$ cat config.mk
export PLATFORM = sky130hd
export DESIGN_NAME = frame_period_monitor_heartbeat
export DESIGN_NICKNAME = d
export VERILOG_FILES = /design/src/fpm_pkg.sv /design/src/frame_period_monitor_heartbeat.sv /design/src/fpm_stats.sv /design/src/fpm_heartbeat.sv
export SDC_FILE = /design/constraint.sdc
export NUM_CORES = 1
export LEC_CHECK = 0
export ABC_AREA = 1
export BUFFER_PORTS_ARGS = -buffer_cell sky130_fd_sc_hd__buf_2
export CAP_MARGIN = 25
export CORE_MARGIN = 3
export CORE_UTILIZATION = 50
export DETAILED_ROUTE_END_ITERATION = 7
export GPL_TIMING_DRIVEN = 0
export PLACE_DENSITY = 0.68
export SKIP_LAST_GASP = 1
export SLEW_MARGIN = 20
export SYNTH_ARGS = -nofsm -noshare
export SYNTH_HDL_FRONTEND = slang
export SYNTH_SLANG_ARGS = --single-unit
export TNS_END_PERCENT = 10
$ cat constraint.sdc
create_clock -name clk -period 15.5 [get_ports clk]
set_input_delay 0.775 -clock clk [delete_from_list [all_inputs] [get_ports clk]]
set_output_delay 0.775 -clock clk [all_outputs]
set_load 0.02 [all_outputs]
$ cat src/fpm_pkg.sv
// Package for the frame period monitor: constants, configuration type and helpers.
// No dependencies; imported by every module of the block.
`timescale 1ns / 1ps

package fpm_pkg;

    // In-range frames whose deltas clear the longest figure after reset.
    localparam int unsigned SKIP_FRAMES = 1000;
    // Heartbeat ticks per LED cycle.
    localparam int unsigned BEAT_PERIOD = 100;
    // Fail pattern lights the LED on multiples of this count.
    localparam int unsigned BLINK_STEP = 25;
    // Count at which the normal flash ends.
    localparam int unsigned LED_OFF_COUNT = 98;

    localparam int unsigned STAMP_W = 32;
    localparam int unsigned LIMIT_W = 20;
    localparam int unsigned SKIP_W  = 10;
    localparam int unsigned BEAT_W  = 7;
    localparam int unsigned INDEX_W = 2;

    // Register reset values.
    localparam logic [LIMIT_W-1:0] OUTLIER_RESET = LIMIT_W'(100000);
    localparam logic [LIMIT_W-1:0] TICK_RESET    = LIMIT_W'(10000);

    // Configuration register indexes.
    typedef enum logic [INDEX_W-1:0] {
        REG_FAIL_ALERT   = 2'd0,
        REG_OUTLIER      = 2'd1,
        REG_TICK_PERIOD  = 2'd2,
        REG_UNUSED       = 2'd3
    } reg_index_t;

    // Configuration as seen by the processing units.
    typedef struct packed {
        logic               fail_alert;
        logic [LIMIT_W-1:0] outlier_limit_us;
        logic [LIMIT_W-1:0] tick_period_us;
    } cfg_t;

    // True when a 7-bit count is a multiple of BLINK_STEP.
    function automatic logic is_blink_count(input logic [BEAT_W-1:0] count);
        logic hit;
        hit = 1'b0;
        for (int k = 0; k * BLINK_STEP < (1 << BEAT_W); k++)
        begin
            if (count == BEAT_W'(k * BLINK_STEP))
            begin
                hit = 1'b1;
            end
        end
        return hit;
    endfunction

endpackage

$ cat src/frame_period_monitor_heartbeat.sv
// Top level of the frame period monitor: handshakes, configuration and result register.
// Depends on fpm_pkg, fpm_stats and fpm_heartbeat.
`timescale 1ns / 1ps
//
// Channel  Direction  Handshake              Payload
// in       input      in_valid / in_ready    timestamp_us
// out      output     out_valid / out_ready  delta_us, average_us, longest_us, led_on
// cfg      input      cfg_valid / cfg_ready  cfg_index, cfg_data
//
// A word is registered in the input register and then processed through the
// compute stage into the result register, from which its report is offered;
// one word is taken every cycle while the output is not stalled.
// The throughput is set by the single compute stage between the two registers.
// A stalled output holds the result; the input register still takes a word while it
// is empty. Reset clears control and statistics state and restores register defaults.

module frame_period_monitor_heartbeat
    import fpm_pkg::*;
(
    input  logic               clk,
    input  logic               rst_n,
    input  logic               in_valid,
    output logic               in_ready,
    input  logic [STAMP_W-1:0] timestamp_us,
    output logic               out_valid,
    input  logic               out_ready,
    output logic [STAMP_W-1:0] delta_us,
    output logic [STAMP_W-1:0] average_us,
    output logic [LIMIT_W-1:0] longest_us,
    output logic               led_on,
    input  logic               cfg_valid,
    output logic               cfg_ready,
    input  logic [INDEX_W-1:0] cfg_index,
    input  logic [LIMIT_W-1:0] cfg_data
);

    cfg_t               cfg_reg;
    logic               in_valid_reg;
    logic [STAMP_W-1:0] stamp_reg;
    logic               out_valid_reg;
    logic [STAMP_W-1:0] delta_reg;
    logic [STAMP_W-1:0] average_reg;
    logic [LIMIT_W-1:0] longest_reg;
    logic               led_reg;
    logic               advance;
    logic [STAMP_W-1:0] delta;
    logic [STAMP_W-1:0] average_next;
    logic [LIMIT_W-1:0] longest_next;
    logic               led_next;

    // Pipeline flow control.
    assign advance   = in_valid_reg && (!out_valid_reg || out_ready);
    assign in_ready  = !in_valid_reg || advance;
    assign cfg_ready = 1'b1;

    // Configuration registers.
    always_ff @(posedge clk or negedge rst_n)
    begin
        if (!rst_n)
        begin
            cfg_reg.fail_alert       <= 1'b0;
            cfg_reg.outlier_limit_us <= OUTLIER_RESET;
            cfg_reg.tick_period_us   <= TICK_RESET;
        end
        else if (cfg_valid)
        begin
            unique case (reg_index_t'(cfg_index))
                REG_FAIL_ALERT:  cfg_reg.fail_alert       <= cfg_data[0];
                REG_OUTLIER:     cfg_reg.outlier_limit_us <= cfg_data;
                REG_TICK_PERIOD: cfg_reg.tick_period_us   <= cfg_data;
                default:         ;
            endcase
        end
    end

    // Input register.
    always_ff @(posedge clk or negedge rst_n)
    begin
        if (!rst_n)
        begin
            in_valid_reg <= 1'b0;
        end
        else if (in_ready)
        begin
            in_valid_reg <= in_valid;
        end
    end

    always_ff @(posedge clk)
    begin
        if (in_valid && in_ready)
        begin
            stamp_reg <= timestamp_us;
        end
    end

    // Processing units.
    fpm_stats u_stats (
        .clk          (clk),
        .rst_n        (rst_n),
        .step         (advance),
        .stamp        (stamp_reg),
        .cfg          (cfg_reg),
        .delta        (delta),
        .average_next (average_next),
        .longest_next (longest_next)
    );

    fpm_heartbeat u_heartbeat (
        .clk      (clk),
        .rst_n    (rst_n),
        .step     (advance),
        .delta    (delta),
        .cfg      (cfg_reg),
        .led_next (led_next)
    );

    // Result register.
    always_ff @(posedge clk or negedge rst_n)
    begin
        if (!rst_n)
        begin
            out_valid_reg <= 1'b0;
        end
        else if (advance)
        begin
            out_valid_reg <= 1'b1;
        end
        else if (out_ready)
        begin
            out_valid_reg <= 1'b0;
        end
    end

    always_ff @(posedge clk)
    begin
        if (advance)
        begin
            delta_reg   <= delta;
            average_reg <= average_next;
            longest_reg <= longest_next;
            led_reg     <= led_next;
        end
    end

    assign out_valid  = out_valid_reg;
    assign delta_us   = delta_reg;
    assign average_us = average_reg;
    assign longest_us = longest_reg;
    assign led_on     = led_reg;

endmodule

$ cat src/fpm_stats.sv
// Frame statistics: delta from the previous stamp, halving average and longest delta.
// Depends on fpm_pkg.
`timescale 1ns / 1ps

module fpm_stats
    import fpm_pkg::*;
(
    input  logic               clk,
    input  logic               rst_n,
    input  logic               step,
    input  logic [STAMP_W-1:0] stamp,
    input  cfg_t               cfg,
    output logic [STAMP_W-1:0] delta,
    output logic [STAMP_W-1:0] average_next,
    output logic [LIMIT_W-1:0] longest_next
);

    logic [STAMP_W-1:0] last_stamp_reg;
    logic [STAMP_W-1:0] average_reg;
    logic [LIMIT_W-1:0] longest_reg;
    logic [SKIP_W-1:0]  skip_reg;
    logic [SKIP_W-1:0]  skip_next;
    logic [STAMP_W:0]   average_sum;
    logic               in_range;

    // Modular difference from the previous stamp.
    assign delta = stamp - last_stamp_reg;

    // A delta seeds the average while it is zero; otherwise the sum is halved.
    assign average_sum  = {1'b0, average_reg} + {1'b0, delta};
    assign average_next = (average_reg == '0) ? delta : average_sum[STAMP_W:1];

    // Longest tracking ignores deltas at or above the outlier limit.
    assign in_range = delta < {{(STAMP_W-LIMIT_W){1'b0}}, cfg.outlier_limit_us};

    always_comb
    begin
        skip_next    = skip_reg;
        longest_next = longest_reg;
        if (in_range)
        begin
            if (skip_reg != '0)
            begin
                skip_next    = skip_reg - 1'b1;
                longest_next = '0;
            end
            else if (delta[LIMIT_W-1:0] > longest_reg)
            begin
                longest_next = delta[LIMIT_W-1:0];
            end
        end
    end

    // State advances once per processed word.
    always_ff @(posedge clk or negedge rst_n)
    begin
        if (!rst_n)
        begin
            last_stamp_reg <= '0;
            average_reg    <= '0;
            longest_reg    <= '0;
            skip_reg       <= SKIP_W'(SKIP_FRAMES);
        end
        else if (step)
        begin
            last_stamp_reg <= stamp;
            average_reg    <= average_next;
            longest_reg    <= longest_next;
            skip_reg       <= skip_next;
        end
    end

endmodule

$ cat src/fpm_heartbeat.sv
// Tick accumulator and heartbeat LED pattern generator.
// Depends on fpm_pkg.
`timescale 1ns / 1ps

module fpm_heartbeat
    import fpm_pkg::*;
(
    input  logic               clk,
    input  logic               rst_n,
    input  logic               step,
    input  logic [STAMP_W-1:0] delta,
    input  cfg_t               cfg,
    output logic               led_next
);

    logic [LIMIT_W-1:0] acc_reg;
    logic [LIMIT_W-1:0] acc_next;
    logic [BEAT_W-1:0]  beat_reg;
    logic [BEAT_W-1:0]  beat_next;
    logic [BEAT_W-1:0]  beat_dec;
    logic               led_reg;
    logic [STAMP_W:0]   tick_sum;
    logic               tick;

    // A tick fires once the accumulated time reaches the period.
    assign tick_sum = {{(STAMP_W+1-LIMIT_W){1'b0}}, acc_reg} + {1'b0, delta};
    assign tick     = tick_sum >= {{(STAMP_W+1-LIMIT_W){1'b0}}, cfg.tick_period_us};
    assign acc_next = tick ? '0 : tick_sum[LIMIT_W-1:0];
    assign beat_dec = beat_reg - 1'b1;

    // Heartbeat step: reload at wrap, optional fail pattern, flash end.
    always_comb
    begin
        beat_next = beat_reg;
        led_next  = led_reg;
        if (tick)
        begin
            beat_next = beat_dec;
            if (beat_dec == '0)
            begin
                led_next  = 1'b1;
                beat_next = BEAT_W'(BEAT_PERIOD);
            end
            if (cfg.fail_alert)
            begin
                led_next = is_blink_count(beat_next);
            end
            if (beat_next == BEAT_W'(LED_OFF_COUNT))
            begin
                led_next = 1'b0;
            end
        end
    end

    always_ff @(posedge clk or negedge rst_n)
    begin
        if (!rst_n)
        begin
            acc_reg  <= '0;
            beat_reg <= BEAT_W'(1);
            led_reg  <= 1'b0;
        end
        else if (step)
        begin
            acc_reg  <= acc_next;
            beat_reg <= beat_next;
            led_reg  <= led_next;
        end
    end

endmodule

==> results of run 1 <==
==> cells by family after synthesis <==
group                      share of synthesized area
buffers and inverters                         0.0797
other                                       0.000205
adders and majority gates                      0.105
and+or+nand+nor                                0.245
DFF                                            0.418
xor gates and xnor gates                      0.0296
AOI/OAI and AO/OA                              0.122
==> final cells by class <==
type	instances	area (sq um)	area share
plain buffers	50	229	0.0109
clock buffers	38	822	0.0391
clock inverters	20	349	0.0166
inverters	329	1230	0.0588
multi-input cells	1680	9300	0.443
flip-flops and latches	282	7660	0.365
well taps	461	577	0.0275
repair buffers	150	822	0.0391
==> power groups by stage <==
stage	clock [mW]	combinational [mW]	sequential, mW
floorplan	0	1.81	1.30
global placement	0	2.70	1.21
detailed placement	0	2.77	1.21
CTS	0.855	2.78	1.20
global route	0.886	3.15	1.22
finish	0.836	2.82	1.20
==> per-layer routing <==
metal / share of wire / GRT usage / vias up
li1: - / - / 8042
met2: 0.44 / 0.424 / 534
met3: 0.070 / 0.0310 / 107
met1: 0.46 / 0.384 / 7552
met5: 0 / 0 / -
met4: 0.031 / 0.0834 / 0
==> cell usage in the layout (no fill, tap or decap), drive strengths merged, types with 2 or more instances in the layout <==
master / synthesis / final
fa: 3 / 3
edfxtp: 117 / 117
dfstp: 18 / 18
nand2: 742 / 742
nor2: 153 / 153
clkinv: 7 / 10
xnor2: 16 / 16
a21o: 6 / 6
nor3: 21 / 21
clkbuf: 37 / 75
nand3b: 9 / 9
o22ai: 3 / 3
a21oi: 115 / 115
buf: 13 / 163
a211oi: 10 / 10
bufinv: 0 / 8
o21a: 4 / 4
inv: 322 / 327
ha: 149 / 149
o21ai: 215 / 215
a31oi: 18 / 18
o211ai: 3 / 3
a221oi: 2 / 2
o21bai: 8 / 8
or2: 5 / 5
nand3: 92 / 92
nor4: 14 / 14
a31o: 5 / 5
nand4: 30 / 30
xor2: 45 / 45
clkinvlp: 0 / 4
and2: 2 / 2
dfrtp: 147 / 147
==> per-stage QoR <==
| step | hold WS, ns | cells | utilization | cell area (sq um) |
|---|---|---|---|---|
| 2_1_floorplan | 0.442 | 2341 | - | 18300 |
| 3_3_place_gp | 0.456 | 2947 | 0.548 | 19600 |
| 3_5_place_dp | 0.469 | 2952 | 0.554 | 19800 |
| 4_1_cts | 0.163 | 3010 | 0.586 | 21000 |
| 5_1_grt | 0.201 | 3010 | 0.586 | 21000 |
| 6_report | 0.151 | 3010 | 0.586 | 21000 |
==> final timing paths <==
kind                                                end  slack, ns  cells past startpoint
worst max register to register                   led_on       8.95                     32
max in group asynchronous           u_stats.skip_reg[7]      14.47                      2
worst min register to register              cfg_reg[11]       0.49                      2
min in group clk                           stamp_reg[3]       0.36                      1
worst min-delay path            u_heartbeat.beat_reg[1]       0.15                      1
worst max-delay path                             led_on       8.95                     32
==> results.md, run 1 <==
- The final hold violation count is 0.
- The number of maximum-capacitance violations is 0.
- In this run the horizontal extent of the chip is approximately 200 um.
- The smallest clock period supported by the final layout is computed as 6.55 ns.
- The critical path data arrival time is 6.89 ns.
- For this configuration, the core starts out at a cell density of 0.512.
- The overall routing resource usage is 0.267.
- The largest total area in the synthesized netlist belongs to sky130_fd_sc_hd__dfrtp_1.
- After technology mapping, the gate count stands at approximately 2.3k.
- The ratio of cells with drive above 1 in the final layout is 0.132.
- For this design the top-level I/O count stands at 147.
- Across all setup checks in the final design, the least slack found is 8.95 ns.
- Of the total power, combinational logic draws 0.581.
- Yosys mapped the design onto 59 distinct sky130hd cell types.
- Setup repair after global routing left no endpoint under its margin.
- Clock latency on the worst-skew pair, taken at its later pin, is 0.60 ns.
- The share of synthesized area in the top cell type comes to 0.201.
- The congestion estimate from routability-driven global placement came to 0.967.
- The type of the setup path with the least slack is flip-flop to flip-flop.
- The number of clock buffers added by TritonCTS is 31.
- The biggest fanout along the worst timing path is 10.
- The setup TNS after final layout is 0 ns.
- The pin count of the biggest net entering global routing is 89.
- The placement row count is 69.
- The share of total power consumed by net switching is 0.488.
- In this run, post-CTS repair resized a total of 0 instances.
- The pre-CTS worst setup slack is ~9 ns.
- In the post-synthesis netlist, the biggest area contributors are sky130_fd_sc_hd__dfrtp_1 (20%), sky130_fd_sc_hd__edfxtp_1 (19%), sky130_fd_sc_hd__nand2_1 (15%), sky130_fd_sc_hd__ha_1 (10%), sky130_fd_sc_hd__inv_1 (6.4%).
- The detailed-routing iteration count for the pre-antenna-repair pass is 6.
- The core region area is 35800 sq um.
- The final setup violation count is 0.
- The family with the most delay on the worst path is simple AND/OR/NAND/NOR gates.
- The internal portion of total power is between 2 and 2.5 mW.
- The flop and latch count out of synthesis is 282.
- The area of the die is 39000 sq um.
- The share of the Yosys chip area taken by registers is 0.418.
- The share of total power dissipated in the clock network is 0.172.
- The most frequently used flop master after synthesis is sky130_fd_sc_hd__dfrtp_1.
- In this design, the stage delay of the slowest critical-path cell is between 0.7 and 0.8 ns.
- At the pin with the least slew margin, the transition time is between 0.9 and 1 ns.
- The number of clock sinks is between 200 and 300.
- Summed over all cells, the static leakage comes to 10.2 nW.
- Headroom to the max-slew limit came out at 0.334.
- After global routing the overflow that remains totals 0.
- STA classifies the critical path startpoint as a flip-flop.
- Across the VDD grid, the largest voltage drop is roughly 0.11 mV.
- The quantity of I/O buffers inserted on ports is 145.
- The most common cell type on the critical path is sky130_fd_sc_hd__nand2_1.
- After detailed routing, the average wire length per cell comes to between 15 and 20 um.
- For this run, design rule violations remaining after detail routing come to 0.
- The final-layout fill cell count is 3288.
- The worst-path cell with the longest stage delay is sky130_fd_sc_hd__xor2_2.
- The total wirelength of the detailed-routed design is roughly 52 mm.
- Yosys printed 0 warnings.
- The most numerous cell in the Yosys netlist is sky130_fd_sc_hd__nand2_1.
- The number of antenna violations at the first check in global routing came to 0.
- The final HPWL from detailed placement is 39.9 mm.
- The tree is rooted in a sky130_fd_sc_hd__clkbuf_16.
- The floorplan step set the die height to ~200 um.
- The CTS tree is yes.
- The post-synth net total is around 2.6k.
- The post-CTS setup buffer count is 0.
- The number of global-route vias before repair was 15.4k.
- The analysis attributes to net switching a power of 2.37 mW.
- The number of hold buffers added after cts is 0.
- In this run the deepest clock path goes through 3 buffers.
- The flow ran to the end, and the final reports show no timing, DRC or antenna violations.
- The most critical setup path has its startpoint at stamp_reg[0].
- Counting instances in the post-synthesis netlist gives the leading cell types as sky130_fd_sc_hd__nand2_1 (726), sky130_fd_sc_hd__inv_1 (313), sky130_fd_sc_hd__o21ai_0 (161).
- In this run the number of H-tree levels came out at 1.
- The number of nets in the layout is roughly 2.7k.
- The routed via count is roughly 16k.
- The first-pass GRT wire length is 82.4 mm.
- The number of enable flip-flop cells after synthesis is about 120.
- The netlist area before placement is roughly 18000 sq um.
- Of the total power, registers draw 0.247.
- The average instance in the mapped netlist occupies between 7 and 8 sq um.
- The total chip power is roughly 5 mW.
- The number of antenna diodes in the final layout is 0.
- The detailed router finished its first iteration with around 1.1k violations.
- The areal power density over the cells is between 200 and 250 nW/um^2.
- The launch point of the worst reg-to-reg path is stamp_reg[0].
- The count of nets left with antenna violations once routing finished came out at 0.
- After synthesis, the share of flip-flops with an asynchronous set or reset is 0.585.
- The final-report max-slew violation count is 0.
- The total buffers and inverters traversed by the critical path is 3.
- Data on the critical path is required at its endpoint by approximately 16 ns.
- The layout overhead on the synthesized area is 14.6%.
- The portion of the clock cycle consumed by the worst path in the final layout is 0.423.
- The worst setup path is captured at a flip-flop.
- Dividing the detail-routed via count by the number of cells gives 5.39.
- The worst hold path belongs to the class input pin to asynchronous set/reset pin.
- The setup skew after layout is about 0.016 ns.
- The clock input transition at the sequential cells of the worst setup and hold paths is ~0.060 ns.
- The number of flip-flops in the largest register is 41.
- The highest clock frequency the design can meet is about 150 MHz.
Note: power is estimated with default switching activity, not from simulation.
==> inputs of run 2 (changes only) <==
Settings changed: ABC_AREA 1 to 0, PLACE_DENSITY 0.68 to 0.69.
Clock period 15.5 ns to 6.3 ns, I/O delays scaled along.
==> run 2 against run 1 <==
  * Count of clock-buffer cells in the layout is 3 lower
  * Worst hold slack worse by 0.11 ns
  * Design area is 1.1% lower
  * Final cell count is 18% lower
  * Via count is 14% lower
  * Highest routed layer unchanged
==> results.md, run 2 <==
- The placement row count is 66 (-4.3%).
- The number of nets in the layout is 2213 (-19%).
- The share of synthesized registers carrying an async set or reset is 0.585 (unchanged).
- The global routing stage identified its most utilized layer as met2.
- The core occupancy in the finished layout is 0.629 (+0.0428).
- The critical path data arrival time is 6.56 ns (-0.33 ns).
- Setup repair after global routing could not meet its margin everywhere.
- By area the synthesized netlist is led by sky130_fd_sc_hd__dfrtp_1 (22%), sky130_fd_sc_hd__edfxtp_1 (21%), sky130_fd_sc_hd__ha_1 (11%), sky130_fd_sc_hd__nand2_1 (4.9%), sky130_fd_sc_hd__mux2_2 (3.6%).
- The pre-CTS worst setup slack came to -1.25 ns (-10.27 ns).
- The met1 layer usage reported by global route is 0.342 (-0.0421).
- The number of enable flip-flop cells after synthesis is 117 (unchanged).
- The areal power density over the cells is 456 nW/um^2 (+97%).
- The kind of end point of the critical path is a flip-flop.
- The setup TNS after final layout is 0 ns (unchanged).
- The non-filler instance count after layout was 2468 (-18%).
- The average cell area after synthesis was 9.85 sq um (+26%).
- The routed via count was 13.9k (-14%).
- The met2 global-route usage is 0.420 (-0.00390).
- The worst hold path begins at out_ready.
- The total wirelength of the detailed-routed design is 46.7 mm (-10%).
- The number of distinct library cells after synthesis was 85 (+44%).
- The ratio of cells with drive above 1 in the final layout is 0.200 (+0.0682).
- The flop and latch count out of synthesis was 282 (unchanged).
- The shortest clock period the worst path allows after layout is 6.24 ns (-0.310 ns).
- The number of maximum-capacitance violations is 0 (unchanged).
- The number of ports placed on the die boundary came to 147 (unchanged).
- The highest clock frequency the design can meet is 160 MHz (+5.0%).
- The diode insertion count for antenna repair is 0 (unchanged).
- By count the netlist is led by sky130_fd_sc_hd__nand2_1 (223), sky130_fd_sc_hd__ha_1 (149), sky130_fd_sc_hd__dfrtp_1 (147).
- The global placement routability congestion came to 0.943 (-2.6%).
- The core region area is 33000 sq um (-7.8%).
- The portion of the clock cycle consumed by the worst path in the final layout is 0.990 (+0.568).
- Of all cell types, the one taking the most synthesized area is sky130_fd_sc_hd__dfrtp_1.
- The floorplan die height was 191 um (-3.5%).
- The standby leakage power was 9.40 nW (-8.2%).
- The number of flip-flops in the largest register is 41 (unchanged).
- The final hold violation count came to 0 (unchanged).
- The remaining global-route overflow is 0 (unchanged).
- The final setup violation count is 0 (unchanged).
- The starting utilization of the core area was 0.515 (+0.00362).
- The worst hold path passes through 3 cells.
- The synthesized netlist cell count is 1728 (-26%).
- In this run the worst setup path begins at stamp_reg[3].
- For hold timing, the worst endpoint is out_valid.
- The CTS tree is yes.
- The type of the tightest min-delay check is input pin to flip-flop.
- The quantity of I/O buffers inserted on ports is 145 (unchanged).
- The biggest fanout along the worst timing path was 6 (-4).
- The worst-margin pin slew came to 0.950 ns (-0.0459 ns).
- The number of clock sinks is 282 (unchanged).
- The first-pass GRT wire length is 72.3 mm (-12%).
- The number of vias per cell is 5.63 (+4.4%).
- The detail-routed net length per standard cell is 18.9 um (+9.8%).
- The TritonCTS buffer count was 30 (-3.2%).
- The total number of yosys warnings is 0 (unchanged).
- The worst register-to-register path ends at led_on.
- The maximum resistive drop on vdd came to 0.286 mV (+160%).
- The pin count of the biggest net entering global routing is 64 (-28%).
- The sequential area share after synthesis is 0.450 (+0.0322).
- The worst slew slack as a fraction of its limit came to 0.367 (+0.0329).
- The post-route worst setup slack was 0.0602 ns (-8.89 ns).
- The required time of the worst setup path is 6.62 ns (-9.22 ns).
- The share of the synthesized area in the top cell type is 0.216 (+0.0155).
- The area of the die was 36300 sq um (-6.9%).
- The detailed-routing iteration count for the pre-antenna-repair pass came to 5 (-1).
- The number of H-tree levels is 1 (unchanged).
- The clock input transition at the sequential cells of the worst setup and hold paths is 0.06 ns (about the same).
- The depth of the worst register-to-register path is 25 (-22%).
- The clock latency reported for the late side of the worst-skew pair is 0.57 ns (-0.03 ns).
- The internal reg-to-reg setup slack came to 0.06 ns (-8.89 ns).
- The netlist area before placement is 17000 sq um (-7.2%).
- The flow ran to the end, and the final reports show no timing, DRC or antenna violations.
- The worst setup path is launched from a flip-flop.
- The number of antenna violations at the first check in global routing is 0 (unchanged).
- The tree is rooted in a sky130_fd_sc_hd__clkbuf_16.
- The initial detailed-routing violation count is 1021 (-10%).
- The overall routing resource usage is 0.252 (-0.0146).
- The maximum root-to-sink buffer count came to 3 (unchanged).
- The number of global-route vias before repair is 13.4k (-13%).
- The final HPWL from detailed placement was 33.5 mm (-16%).
- The launch point of the worst reg-to-reg path is stamp_reg[3].
- The final-report max-slew violation count is 0 (unchanged).
- The commonest non-fill, non-tap cell in the layout is sky130_fd_sc_hd__nand2_1.
- The post-route antenna net violation count came to 0 (unchanged).
- The area growth from synthesis to layout is 22.1%.
- The most numerous cell in the Yosys netlist is sky130_fd_sc_hd__nand2_1.
- The number of placed cells counting well taps came to 2322 (-21%).
- The width of the die is 191 um (-3.5%).
- The met3 track utilization from global routing is 0.0371 (+0.00609).
- The most used flip-flop cell after synthesis is sky130_fd_sc_hd__dfrtp_1.
- The setup skew after layout is 0.0187 ns (+0.00273 ns).
- In the layout the commonest cells are sky130_fd_sc_hd__nand2_1 (221), sky130_fd_sc_hd__buf_2 (156), sky130_fd_sc_hd__dfrtp_1 (147), sky130_fd_sc_hd__ha_1 (140), sky130_fd_sc_hd__inv_1 (134).
- The number of DRC violations after detailed routing came to 0 (unchanged).
- The post-synth net total is 1939 (-24%).
- The type of the setup path with the least slack is flip-flop to flip-flop.
-- run 2: where the power goes --
part	internal (mW)	switching [mW]
clock network	1.09	0.761
registers	2.49	0.212
logic	1.94	2.98
-- run 2: final cells by class --
type / instances / area (sq um)
plain buffers: 51 / 221
fillers: 2743 / 12300
well taps: 442 / 553
multi-input cells: 1252 / 9080
clock inverters: 21 / 264
flip-flops and latches: 282 / 7660
inverters: 143 / 547
repair buffers: 242 / 1680
clock buffers: 35 / 769
-- run 2: worst max-delay path by stage --
stage                               to  slack, ns  cells past startpoint
6_report                        led_on       0.06                     25
5_1_grt                         led_on      -0.09                     29
4_1_cts        u_heartbeat.beat_reg[5]      -0.11                     28
3_5_place_dp    u_heartbeat.acc_reg[1]      -1.25                     26
3_3_place_gp    u_heartbeat.acc_reg[1]      -1.47                     25
2_1_floorplan  u_heartbeat.beat_reg[5]       0.38                     27
-- run 2: worst max-delay path, cell delays in order (launching register included) --
cell and delay [ns]:
sky130_fd_sc_hd__edfxtp_1 0.46, sky130_fd_sc_hd__ha_1 0.45, sky130_fd_sc_hd__o211ai_1 0.15, sky130_fd_sc_hd__a21oi_2 0.24, sky130_fd_sc_hd__buf_4 0.18, sky130_fd_sc_hd__o21ai_2 0.09
sky130_fd_sc_hd__a21oi_1 0.32, sky130_fd_sc_hd__xnor2_2 0.25, sky130_fd_sc_hd__inv_1 0.39, sky130_fd_sc_hd__ha_1 0.46, sky130_fd_sc_hd__a21oi_1 0.20, sky130_fd_sc_hd__nor2_1 0.07
sky130_fd_sc_hd__a211oi_1 0.27, sky130_fd_sc_hd__o31ai_1 0.14, sky130_fd_sc_hd__xnor2_1 0.14, sky130_fd_sc_hd__buf_4 0.15, sky130_fd_sc_hd__ha_1 0.30, sky130_fd_sc_hd__a21oi_2 0.19
sky130_fd_sc_hd__or3b_4 0.41, sky130_fd_sc_hd__o21ai_4 0.22, sky130_fd_sc_hd__nand3_4 0.11, sky130_fd_sc_hd__nor3_4 0.25, sky130_fd_sc_hd__nand4_1 0.23, sky130_fd_sc_hd__buf_4 0.23
sky130_fd_sc_hd__nand2_2 0.05, sky130_fd_sc_hd__o21ai_1 0.05
-- run 2: cell families (layout without fill, tap and decap cells) --
logic type | Yosys count | in the layout | synth area share
muxes | 78 | 78 | 0.0499
AOI/OAI and AO/OA | 427 | 427 | 0.159
buffers and inverters | 194 | 492 | 0.0439
DFF | 282 | 282 | 0.450
adders and majority gates | 152 | 152 | 0.113
and+or+nand+nor | 515 | 515 | 0.143
other | 1 | 1 | 0.000220
xor gates and xnor gates | 79 | 79 | 0.0407
-- run 2: per-stage QoR --
step	hold WS (ns)	total power, mW	instance area, sq um
finish	0.0434	9.48	20800
global route	0.0490	10.1	20800
CTS	0.0221	9.30	20400
detailed placement	0.243	7.27	18500
global placement	0.468	7.12	18300
floorplan	0.0194	5.92	17000
-- run 2: metal layers --
layer  part of all wire  up-vias
met1               0.44     6650
met3              0.060       93
met4              0.033        0
met2               0.47      436
met5                  0        -
li1                   -     6718
-- run 2: timing repair --
item | in CTS | in global routing
pin swaps | 11 | 30
gates cloned | 0 | 1
endpoints found under the hold margin | 114 | 0
endpoints found under the setup margin | 77 | 50
setup buffers | 12 | 24
hold buffers | 53 | 0
gates resized for setup | 40 | 36
==> inputs of run 3 (changes only) <==
Settings changed: CORE_UTILIZATION 50 to 55, PLACE_DENSITY 0.69 to 0.74.
==> run 3 against run 2 <==
  * Via count is 1.4% higher
  * Highest routed layer is now met5
  * Combinational power is essentially flat
  * Largest power group unchanged
  * First-iteration DRC count up 14%
  * Non-clock buffer count fell by 11
  * Flip-flop and latch count unchanged
  * Critical path depth shrank 5
  * Sequential share of layout area increased by 0.16 points
  * Design area is 0.43% lower
  * Sequential power barely moved
  * Global-route usage up 2.7 points
  * Clock skew rose by 0.0082 ns
  * Critical path type unchanged
==> results.md, run 3 (synthesized netlist as in run 2, its figures left out) <==
- The flow ran to the end, and the final reports show no timing, DRC or antenna violations.
- The diode insertion count for antenna repair was 0 (unchanged).
- The number of DRC violations after detailed routing is 0 (unchanged).
- The quantity of I/O buffers inserted on ports came to 145 (unchanged).
- The setup skew after layout is 0.0269 ns (+0.00824 ns).
- The detailed-routing iteration count for the pre-antenna-repair pass came to 5 (unchanged).
- The initial detailed-routing violation count is 1167 (+14%).
- The detail-routed net length per standard cell was 19.5 um (+3.3%).
- The number of antenna violations at the first check in global routing was 1 (+1).
- The width of the die is 182 um (-4.5%).
- The worst-margin pin slew is 0.988 ns (+0.0374 ns).
- The buffer type at the clock tree root is sky130_fd_sc_hd__clkbuf_16.
- The number of nets in the layout was 2203 (-0.45%).
- The shortest clock period the worst path allows after layout came to 6.15 ns (-0.0903 ns).
- The maximum root-to-sink buffer count was 3 (unchanged).
- The biggest fanout along the worst timing path is 6 (unchanged).
- The number of flip-flops in the largest register was 41 (unchanged).
- The starting utilization of the core area is 0.567 (+0.0515).
- The critical path data arrival time is 6.62 ns (+0.06 ns).
- The depth of the worst register-to-register path is 20 (-20%).
- The overall routing resource usage is 0.279 (+0.0271).
- The total area of sequential cells was 7660 sq um (unchanged).
- The final setup violation count is 0 (unchanged).
- The min-delay analysis places its worst path in the category input pin to flip-flop.
- The combined area of the multi-input logic cells is 9110 sq um (+0.41%).
- The core region area is 30000 sq um (-9.1%).
- The first element of the critical path is stamp_reg[6].
- The pin count of the biggest net entering global routing is 98 (+53%).
- The standby leakage power is 9.38 nW (-0.23%).
- The ratio of cells with drive above 1 in the final layout is 0.201 (+0.000894).
- The number of clock sinks was 282 (unchanged).
- The area of the die is 33100 sq um (-8.8%).
- The area of all placed cells without fillers came to 20700 sq um (-0.43%).
- The number of H-tree levels came to 1 (unchanged).
- The routed via count is 14.1k (+1.4%).
- The maximum resistive drop on vdd is 0.236 mV (-18%).
- The clock input transition at the sequential cells of the worst setup and hold paths came to 0.06 ns (about the same).
- The first-pass GRT wire length is 74.0 mm (+2.3%).
- The layout overhead on the synthesized area is 21.6%.
- The core occupancy in the finished layout came to 0.689 (+0.0598).
- The TritonCTS buffer count was 31 (+3.3%).
- In the layout the commonest cells are sky130_fd_sc_hd__nand2_1 (222), sky130_fd_sc_hd__buf_2 (155), sky130_fd_sc_hd__dfrtp_1 (147), sky130_fd_sc_hd__ha_1 (139), sky130_fd_sc_hd__inv_1 (137).
- The category of the worst setup path launch point is a flip-flop.
- The remaining global-route overflow is 0 (unchanged).
- The number of maximum-capacitance violations is 0 (unchanged).
- The final hold violation count was 0 (unchanged).
- The number of vias per cell is 5.85 (+4.0%).
- The placement row count was 63 (-4.5%).
- The required time of the worst setup path came to 6.77 ns (+0.15 ns).
- The worst setup path is captured at a flip-flop.
- The highest clock frequency the design can meet is 163 MHz (+1.5%).
- The total wirelength of the detailed-routed design came to 47.0 mm (+0.72%).
- The launch point of the worst reg-to-reg path is stamp_reg[6].
- The worst slew slack as a fraction of its limit is 0.342 (-0.0249).
- The global placement routability congestion is 0.925 (-1.9%).
- The CTS tree is yes.
- The critical register-to-register path endpoint is u_stats.average_reg[27].
- The number of global-route vias before repair is 13.8k (+3.2%).
- The floorplan die height is 182 um (-4.5%).
- The final-report max-slew violation count is 0 (unchanged).
- The post-route antenna net violation count is 0 (unchanged).
- The total placed instance area is 18400 sq um (-0.56%).
- The number of ports placed on the die boundary is 147 (unchanged).
- The final HPWL from detailed placement is 33.3 mm (-0.69%).
- The portion of the clock cycle consumed by the worst path in the final layout is 0.976 (-0.0143).
- The areal power density over the cells is 460 nW/um^2 (+0.95%).
- The clock latency reported for the late side of the worst-skew pair is 0.60 ns (+0.03 ns).
- The capturing element of the worst setup path is u_stats.average_reg[27].
- The commonest non-fill, non-tap cell in the layout is sky130_fd_sc_hd__nand2_1.
- The internal reg-to-reg setup slack was 0.15 ns (+0.09 ns).
- The critical path is of the flip-flop to flip-flop type.
- The final-layout fill cell count was 2287 (-17%).
-- run 3: changes by cell type in the layout (fill, tap and decap cells not counted), sizes merged --
cell and delta:
clkbuf +1, clkinv +3, clkinvlp -1, bufinv -1, inv -1, buf -10
-- run 3: worst max-delay path, cell delays in order, from the launching register on --
cell and delay [ns]:
sky130_fd_sc_hd__edfxtp_1 0.47, sky130_fd_sc_hd__ha_4 0.33, sky130_fd_sc_hd__a21o_1 0.21, sky130_fd_sc_hd__or2_1 0.26, sky130_fd_sc_hd__o21ba_1 0.21, sky130_fd_sc_hd__or2_2 0.36
sky130_fd_sc_hd__a31oi_1 0.32, sky130_fd_sc_hd__o21ai_0 0.21, sky130_fd_sc_hd__xnor2_2 0.56, sky130_fd_sc_hd__inv_1 0.46, sky130_fd_sc_hd__ha_1 0.49, sky130_fd_sc_hd__a21oi_1 0.17
sky130_fd_sc_hd__o21ai_0 0.15, sky130_fd_sc_hd__a221o_1 0.34, sky130_fd_sc_hd__a31oi_1 0.29, sky130_fd_sc_hd__o21ai_1 0.17, sky130_fd_sc_hd__a31oi_1 0.26, sky130_fd_sc_hd__nor2_1 0.08
sky130_fd_sc_hd__xor2_1 0.14, sky130_fd_sc_hd__mux2_2 0.29, sky130_fd_sc_hd__mux2_2 0.27
-- run 3: worst min path at each step --
stage,startpoint,endpoint,slack [ns],depth (start not counted)
after detailed placement,rst_n,u_stats.longest_reg[6],0.32,1
after CTS,out_ready,out_valid,0.004,3
after global routing,cfg_data[0],cfg_reg[20],0.05,2
after floorplan,rst_n,cfg_reg[0],0.02,0
final,out_ready,in_valid_reg,0.05,3
after global placement,u_stats.last_stamp_reg[0],u_stats.last_stamp_reg[0],0.47,2
-- run 3: stage by stage --
stage          hold slack, ns  worst slack [ns]  setup TNS, ns  total power [mW]  instances
3_3_place_gp            0.468             -1.47         -38.91              7.08       2263
2_1_floorplan          0.0194             0.382              0              5.92       1728
5_1_grt                0.0497           -0.0786         -0.189              10.1       2407
4_1_cts               0.00383            0.0236              0              9.37       2396
6_report               0.0500             0.150              0              9.53       2407
3_5_place_dp            0.321             -1.23         -33.24              7.25       2269
-- run 3: routing by layer --
layer / vias up / wire (um) / track usage / part of all wire
li1: 6692 / - / - / -
met1: 6735 / 19600 / 0.376 / 0.42
met2: 528 / 21700 / 0.457 / 0.46
met3: 133 / 3330 / 0.0371 / 0.071
met4: 2 / 2340 / 0.116 / 0.050
met5: - / 17 / 0 / 0.00036
-- run 3: layout make-up --
| cell class | count | area share |
|---|---|---|
| Clock buffer | 37 | 0.0405 |
| Inverter | 143 | 0.0263 |
| Multi-Input combinational cell | 1252 | 0.441 |
| Tap cell | 390 | 0.0236 |
| Clock inverter | 21 | 0.0111 |
| Buffer | 50 | 0.0103 |
| Sequential cell | 282 | 0.370 |
| Timing Repair Buffer | 232 | 0.0770 |
-- run 3: what timing repair did --
| item | CTS | global route |
|---|---|---|
| endpoints found under the hold margin | 134 | 0 |
| resized for setup | 51 | 28 |
| setup endpoints to repair | 60 | 29 |
| hold buffers | 53 | 0 |
| buffers inserted | 16 | 12 |
| pin swaps | 22 | 24 |
-- run 3: where the power goes --
part           leakage (nW)  internal [mW]  switching, mW
sequential             3.15           2.49          0.215
clock                 0.529           1.11          0.774
combinational          5.69           1.93           3.00
